`src/rtl/swmf_pkg.sv`:
```
`timescale 1ns / 1ps

package swmf_pkg;

   localparam int LEN_W = 5;
   localparam logic [LEN_W-1:0] LEN_RESET = 5'd5;

   typedef struct packed {
      logic write_sample;
      logic clear_idx;
      logic next_idx;
      logic load_out;
   } ctrl_cmd_type;

   typedef struct packed {
      logic found;
   } dp_status_type;

endpackage

```
`src/rtl/swmf_ctrl.sv`:
```
`timescale 1ns / 1ps

module swmf_ctrl (
   input  logic                   clock,
   input  logic                   reset,
   input  logic                   req_valid,
   output logic                   req_ready,
   output logic                   rsp_valid,
   input  logic                   rsp_ready,
   input  swmf_pkg::dp_status_type status,
   output swmf_pkg::ctrl_cmd_type  cmd
);

   localparam logic ST_IDLE = 1'b0;
   localparam logic ST_SCAN = 1'b1;

   logic state_ff, state_in;
   logic rsp_valid_ff, rsp_valid_in;
   logic accept, load;

   assign req_ready = (state_ff == ST_IDLE);
   assign rsp_valid = rsp_valid_ff;
   assign accept    = req_valid & req_ready;
   assign load      = (state_ff == ST_SCAN) & status.found & (~rsp_valid_ff | rsp_ready);

   always_comb begin
      cmd.write_sample = accept;
      cmd.clear_idx    = accept;
      cmd.next_idx     = (state_ff == ST_SCAN) & ~status.found;
      cmd.load_out     = load;
   end

   always_comb begin
      state_in = state_ff;
      case (state_ff)
         ST_IDLE: begin
            if (accept) begin
               state_in = ST_SCAN;
            end
         end
         ST_SCAN: begin
            if (load) begin
               state_in = ST_IDLE;
            end
         end
         default: begin
            state_in = ST_IDLE;
         end
      endcase
   end

   always_comb begin
      if (load) begin
         rsp_valid_in = 1'b1;
      end else if (rsp_ready) begin
         rsp_valid_in = 1'b0;
      end else begin
         rsp_valid_in = rsp_valid_ff;
      end
   end

   always_ff @(posedge clock) begin
      if (reset) begin
         state_ff     <= ST_IDLE;
         rsp_valid_ff <= 1'b0;
      end else begin
         state_ff     <= state_in;
         rsp_valid_ff <= rsp_valid_in;
      end
   end

endmodule

```
`src/rtl/swmf_datapath.sv`:
```
`timescale 1ns / 1ps

module swmf_datapath #(
   parameter int MAX_WINDOW  = 16,
   parameter int SAMPLE_BITS = 10
) (
   input  logic                        clock,
   input  logic                        reset,
   input  logic                        csr_write_enable,
   input  logic [swmf_pkg::LEN_W-1:0]  csr_window_len,
   input  logic [SAMPLE_BITS-1:0]      req_sample,
   output logic [SAMPLE_BITS-1:0]      rsp_median,
   input  swmf_pkg::ctrl_cmd_type      cmd,
   output swmf_pkg::dp_status_type     status
);

   localparam int IDX_W = (MAX_WINDOW > 1) ? $clog2(MAX_WINDOW) : 1;
   localparam int CNT_W = $clog2(MAX_WINDOW + 1);
   localparam int EW    = (CNT_W > swmf_pkg::LEN_W) ? CNT_W : swmf_pkg::LEN_W;

   logic [SAMPLE_BITS-1:0]     win_ff  [MAX_WINDOW];
   logic [SAMPLE_BITS-1:0]     win_in  [MAX_WINDOW];
   logic [IDX_W-1:0]           pos_ff, pos_in;
   logic [IDX_W-1:0]           idx_ff, idx_in;
   logic [swmf_pkg::LEN_W-1:0] len_ff, len_in;
   logic [SAMPLE_BITS-1:0]     median_ff, median_in;

   logic [EW-1:0]          len_ext, n_ext;
   logic [CNT_W-1:0]       n, k, pos_inc, below, not_above;
   logic [IDX_W-1:0]       wr_sel, pos_nx;
   logic [SAMPLE_BITS-1:0] cand;
   logic [MAX_WINDOW-1:0]  lt_vec, le_vec;

   // effective length, clamped to 1..MAX_WINDOW
   always_comb begin
      len_ext = EW'(len_ff);
      if (len_ext == '0) begin
         n_ext = EW'(1);
      end else if (len_ext > EW'(MAX_WINDOW)) begin
         n_ext = EW'(MAX_WINDOW);
      end else begin
         n_ext = len_ext;
      end
      n = n_ext[CNT_W-1:0];
      k = n >> 1;
   end

   always_comb begin
      wr_sel  = (CNT_W'(pos_ff) >= n) ? '0 : pos_ff;
      pos_inc = CNT_W'(wr_sel) + CNT_W'(1);
      pos_nx  = (pos_inc >= n) ? '0 : pos_inc[IDX_W-1:0];
   end

   // rank of the current candidate against every entry in use
   assign cand = win_ff[idx_ff];

   always_comb begin
      for (int j = 0; j < MAX_WINDOW; j++) begin
         lt_vec[j] = (CNT_W'(j) < n) && (win_ff[j] <  cand);
         le_vec[j] = (CNT_W'(j) < n) && (win_ff[j] <= cand);
      end
      below     = CNT_W'($countones(lt_vec));
      not_above = CNT_W'($countones(le_vec));
   end

   assign status.found = (below <= k) && (k < not_above);
   assign rsp_median   = median_ff;

   always_comb begin
      win_in = win_ff;
      pos_in = pos_ff;
      len_in = len_ff;
      if (csr_write_enable) begin
         len_in = csr_window_len;
         pos_in = '0;
         for (int j = 0; j < MAX_WINDOW; j++) begin
            win_in[j] = '0;
         end
      end else if (cmd.write_sample) begin
         win_in[wr_sel] = req_sample;
         pos_in         = pos_nx;
      end
   end

   always_comb begin
      idx_in = idx_ff;
      if (cmd.clear_idx) begin
         idx_in = '0;
      end else if (cmd.next_idx) begin
         idx_in = idx_ff + IDX_W'(1);
      end
      median_in = cmd.load_out ? cand : median_ff;
   end

   always_ff @(posedge clock) begin
      if (reset) begin
         for (int j = 0; j < MAX_WINDOW; j++) begin
            win_ff[j] <= '0;
         end
         pos_ff <= '0;
         len_ff <= swmf_pkg::LEN_RESET;
         idx_ff <= '0;
      end else begin
         win_ff <= win_in;
         pos_ff <= pos_in;
         len_ff <= len_in;
         idx_ff <= idx_in;
      end
   end

   always_ff @(posedge clock) begin
      median_ff <= median_in;
   end

endmodule

```
`src/rtl/sliding_window_median_filter_core.sv`:
```
// Running median filter over a sliding window of samples.
// req_*: one sample word per handshake (req_valid/req_ready). Each word
//   replaces the oldest window entry, then the window median is searched.
// rsp_*: one median word per sample, upper middle value for even lengths.
// csr_*: csr_write_enable with csr_window_len sets the window length
//   (0 acts as 1, values above MAX_WINDOW act as MAX_WINDOW) and clears
//   the window to zeros. Write only while no sample is in flight.
// Timing: the accept cycle writes the window; then one candidate entry
//   per cycle is ranked against all entries in use by a parallel compare
//   and count unit. The scan ends at the first entry holding the median
//   rank, at position 1..length. The result is registered at the end of
//   the scan.
// A stalled result holds in the output register; the next sample may be
//   accepted and scanned meanwhile, and its scan waits at the end until
//   the output register frees up.
// Reset: window zeroed, write position 0, length 5, no result pending.
`timescale 1ns / 1ps

module sliding_window_median_filter_core #(
   parameter int MAX_WINDOW  = 16,
   parameter int SAMPLE_BITS = 10
) (
   input  logic                       clock,
   input  logic                       reset,
   input  logic                       csr_write_enable,
   input  logic [swmf_pkg::LEN_W-1:0] csr_window_len,
   input  logic                       req_valid,
   output logic                       req_ready,
   input  logic [SAMPLE_BITS-1:0]     req_sample,
   output logic                       rsp_valid,
   input  logic                       rsp_ready,
   output logic [SAMPLE_BITS-1:0]     rsp_median
);

   swmf_pkg::ctrl_cmd_type  cmd;
   swmf_pkg::dp_status_type status;

   swmf_ctrl u_ctrl (
      .clock     (clock),
      .reset     (reset),
      .req_valid (req_valid),
      .req_ready (req_ready),
      .rsp_valid (rsp_valid),
      .rsp_ready (rsp_ready),
      .status    (status),
      .cmd       (cmd)
   );

   swmf_datapath #(
      .MAX_WINDOW  (MAX_WINDOW),
      .SAMPLE_BITS (SAMPLE_BITS)
   ) u_datapath (
      .clock            (clock),
      .reset            (reset),
      .csr_write_enable (csr_write_enable),
      .csr_window_len   (csr_window_len),
      .req_sample       (req_sample),
      .rsp_median       (rsp_median),
      .cmd              (cmd),
      .status           (status)
   );

endmodule

```
`config.mk`:
```
export PLATFORM = sky130hd
export DESIGN_NAME = sliding_window_median_filter_core
export DESIGN_NICKNAME = d
export VERILOG_FILES = /design/src/rtl/swmf_pkg.sv /design/src/rtl/swmf_ctrl.sv /design/src/rtl/swmf_datapath.sv /design/src/rtl/sliding_window_median_filter_core.sv
export SDC_FILE = /design/constraint.sdc
export NUM_CORES = 1
export LEC_CHECK = 0
export BUFFER_PORTS_ARGS = -buffer_cell sky130_fd_sc_hd__buf_2
export CORE_ASPECT_RATIO = 1.4
export CORE_MARGIN = 8
export CORE_UTILIZATION = 60
export CTS_CLUSTER_SIZE = 10
export DETAILED_ROUTE_END_ITERATION = 6
export PLACE_DENSITY_LB_ADDON = 0.08
export SLEW_MARGIN = 20
export SYNTH_ARGS = -nofsm -noshare
export SYNTH_HDL_FRONTEND = slang
export SYNTH_SLANG_ARGS = --single-unit
export TNS_END_PERCENT = 10
```
`constraint.sdc`:
```
create_clock -name clock -period 24.9 [get_ports clock]
set_input_delay 4.98 -clock clock [delete_from_list [all_inputs] [get_ports clock]]
set_output_delay 4.98 -clock clock [all_outputs]
set_load 0.02 [all_outputs]
```
==> impl_results.md <==
- Fill cells: 1885
- Maximum fanout along the worst path: 44
- # rows: 64
- Net Count, Synth: 1713
- First-pass GRT wire length: 63580 um
- Clock Sinks: 185
- R2r endpoint: u_datapath.rsp_median[3]$_DFFE_PP_
- Crit end category: flop
- Level count of the clock H-tree: 4
- Total Power: 1273 uW
- Maxcap violations: 0
- Post-synth top area share: 26.43%
- CP max stage delay: 0.68 ns
- FF-to-FF Start: u_datapath.idx_ff[0]$_SDFFE_PP0P_
- Hold endpoint: u_datapath.win_ff[61]$_SDFFE_PP0P_
- Non-Filler Instances: 1746
- Vias per cell: 6.435
- CTS tree: built
- Buf/Inv on CP: 5
- Grt ovf: 0
- CP max stage cell: buf_4
- Dominant synthesized flop cell: dfxtp_1
- Pre-Repair DR Iteration Count: 5
- Setup repair bufs after CTS: 0
- Num ports: 32
- Via count: 11240
- Starting Density: 60.87%
- Commonest non-fill, non-tap cell in the layout: ha_1
- Largest area contributor in the netlist: dfxtp_1
- Synth async-reset ratio: 0%
- Clk buf depth: 2
- Worst path top cell family by delay: adder cells
- Max Fclk: 0.1098 GHz
- Setup WS post-layout: 15.79 ns
- Commonest cells after routing, fill and taps aside: 207 x ha_1, 193 x nand2_1, 173 x dfxtp_1
- Post-CTS Resized: 0
- Final worst path period share: 36.59%
- Root Driver: clkbuf_16
- Ranking of synthesized cells by area: dfxtp_1 26%, ha_1 20%, mux4_2 8.5%
- Clock Skew: 0.01085 ns
- Number of synthesized flops with an enable pin: 10
- Worst min path class: reg2reg
- Outcome: finished clean
- Initial antenna violation count: 1
- Setup CP Type: reg2reg
- Die H: 191.9 um
- Vias in the first global route: 10750
- Worst skew pair latency: 0.45 ns
- Yosys warns: 0
- Chip width: 141.6 um
- Hold buffers post-CTS: 0
- DRT iter0 DRCs: 910
- Register area share after synthesis: 28.69%
- Die Footprint: 27180 um^2
- Cells after synthesis: 1464
- Cell variety after synth: 59
- Worst slack, placed: 15.81 ns
- RSZ-0062 raised after global routing: no
- Nets: 1684
- Layout cells sized above 1: 11.26%
- Area Growth Syn to Fin: 6.842%
- Worst Setup Start Kind: flop
- Flops & latches, synth: 185
- Total Wirelength: 41550 um
- Total core area: 21780 um^2
- RD Place Congestion: 0.9594
- Wire length per cell: 23.80 um
- Clk slew on worst S/H paths: 0.07 ns
- Avg Synthesized Cell Area: 9.056 um^2
- Setup Viol. Count Final: 0
- Relative slew slack: 25.44%
- Post-route ant nets: 0
- Largest net degree at the start of global routing: 109
- Hold depth: 2
- Hold path start: u_datapath.win_ff[61]$_SDFFE_PP0P_
- Worst Path Required: 25.05 ns
- R2r setup slk: 15.79 ns
- Drc violations: 0
- Fin Setup TNS: 0 ns
- TritonCTS buffer count: 17
- R2R cell count: 27
- Global Route Usage Sum: 31.27%
- Most common cell on crit path: fa_1
- Leakage: 0.006046 uW
- VDD IR max: 92.60 uV
- Cells after DPL: 1713
- Slew Limit Fails: 0
- Detailed placer's ending HPWL: 31570 um
- Final hold violations: 0
- CP Data Arrival Time: 9.26 ns
- Min Tclk post-route: 9.110 ns
- Cell Pwr Density: 89.88 nW/um^2
- Worst slew pin tran: 1.115 ns
- I/O Buffers: 31
- Netlist Area Pre-Place: 13260 um^2
## logic make-up (layout without fill, tap and decap cells)
logic type / count (synthesis) / count (layout) / synth area share (%)
simple gates: 454 / 454 / 15.97
compound gates: 315 / 315 / 14.62
fa+ha+maj: 229 / 229 / 22.86
flops: 185 / 185 / 28.69
buf+inv: 180 / 164 / 5.568
mux: 96 / 96 / 11.97
xor+xnor: 5 / 5 / 0.3304
other cells: 0 / 1 / 0
## where the power goes
group / leakage, uW / internal, uW / switching [uW]
registers: 0.00150 / 323 / 10.5
logic: 0.00427 / 264 / 406
clock network: 0.000278 / 137 / 132
total: 0.00605 / 724 / 549
## registers in the layout (all words and copies together) (netlist names)
| signal | cells |
|---|---|
| u_datapath.win_ff | 160 |
| u_datapath.rsp_median | 10 |
| u_datapath.len_ext | 5 |
| u_datapath.idx_ff | 4 |
| u_datapath.pos_ff | 4 |
| u_ctrl.rsp_valid | 1 |
| u_ctrl.state_ff | 1 |
## worst min-delay path, stage by stage (launching register included)
cell     delay, ns
dfxtp_1       0.33
nand2_1       0.05
o21ai_0       0.06
## area by class of cell
| class | instances | area [um^2] | area share, % |
|---|---|---|---|
| multi-input combinational | 1099 | 8826 | 62.31 |
| sequential | 185 | 3806 | 26.87 |
| clock buffer | 20 | 456.7 | 3.224 |
| tap | 297 | 371.6 | 2.623 |
| inverter | 84 | 315.3 | 2.226 |
| timing repair buffer | 48 | 282.8 | 1.996 |
| clock inverter | 12 | 103.9 | 0.7332 |
| antenna | 1 | 2.502 | 0.01767 |
## routing by layer
layer  vias up  wire (um)  share of wire, %  track usage, %
met1      5399      16120                39           36.61
met4         0       1856               4.5           15.04
li1       5244          -                 -               -
met3       102       2864               6.9           5.423
met2       490      20720                50           54.45
met5         -          0                 0               0
## synthesized netlist by cell type, types with 3 or more instances
master     number
nor2b_1        20
a221oi_1        4
mux4_2         50
and2_1          6
a211oi_1       17
dfxtp_1       175
ha_1          207
and3_1         11
and4_1          7
nand4_1        19
clkbuf_1       73
or2_2           4
a2111oi_0       3
a31oi_1         8
o21ai_0       132
o211ai_1        9
nand2_1       193
xor2_1          3
nand2b_1        5
edfxtp_1       10
or3_1           5
inv_1          75
o31ai_1        13
a21o_1         42
nor3_1          5
inv_2           9
buf_2          17
nand3_1       138
buf_6           4
nor2_1         35
o21bai_1        8
fa_1           22
a41o_1          3
a221o_1         4
a21oi_1        54
mux2i_1        46
## metrics by stage
stage          utilization, %  hold WS [ns]  area (um^2)
2_1_floorplan               -        0.4483        13260
3_3_place_gp            62.45        0.4661        13600
3_5_place_dp            62.45        0.4706        13600
4_1_cts                 65.02        0.4826        14160
5_1_grt                 65.02        0.5034        14160
6_report                65.03        0.4851        14160
## how the worst max path moves through the flow
stage	cells after the start	slack [ns]	to	start
after floorplan	29	16.86	u_datapath.rsp_median[0]$_DFFE_PP_	u_datapath.idx_ff[1]$_SDFFE_PP0P_
after global placement	27	16.01	u_datapath.rsp_median[1]$_DFFE_PP_	u_datapath.idx_ff[0]$_SDFFE_PP0P_
after detailed placement	27	15.81	u_datapath.rsp_median[2]$_DFFE_PP_	u_datapath.idx_ff[0]$_SDFFE_PP0P_
after CTS	27	15.82	u_datapath.rsp_median[3]$_DFFE_PP_	u_datapath.idx_ff[0]$_SDFFE_PP0P_
after global routing	29	15.28	u_datapath.rsp_median[8]$_DFFE_PP_	u_datapath.idx_ff[0]$_SDFFE_PP0P_
final	27	15.79	u_datapath.rsp_median[3]$_DFFE_PP_	u_datapath.idx_ff[0]$_SDFFE_PP0P_
No activity file was read; power rests on OpenSTA's default activity.
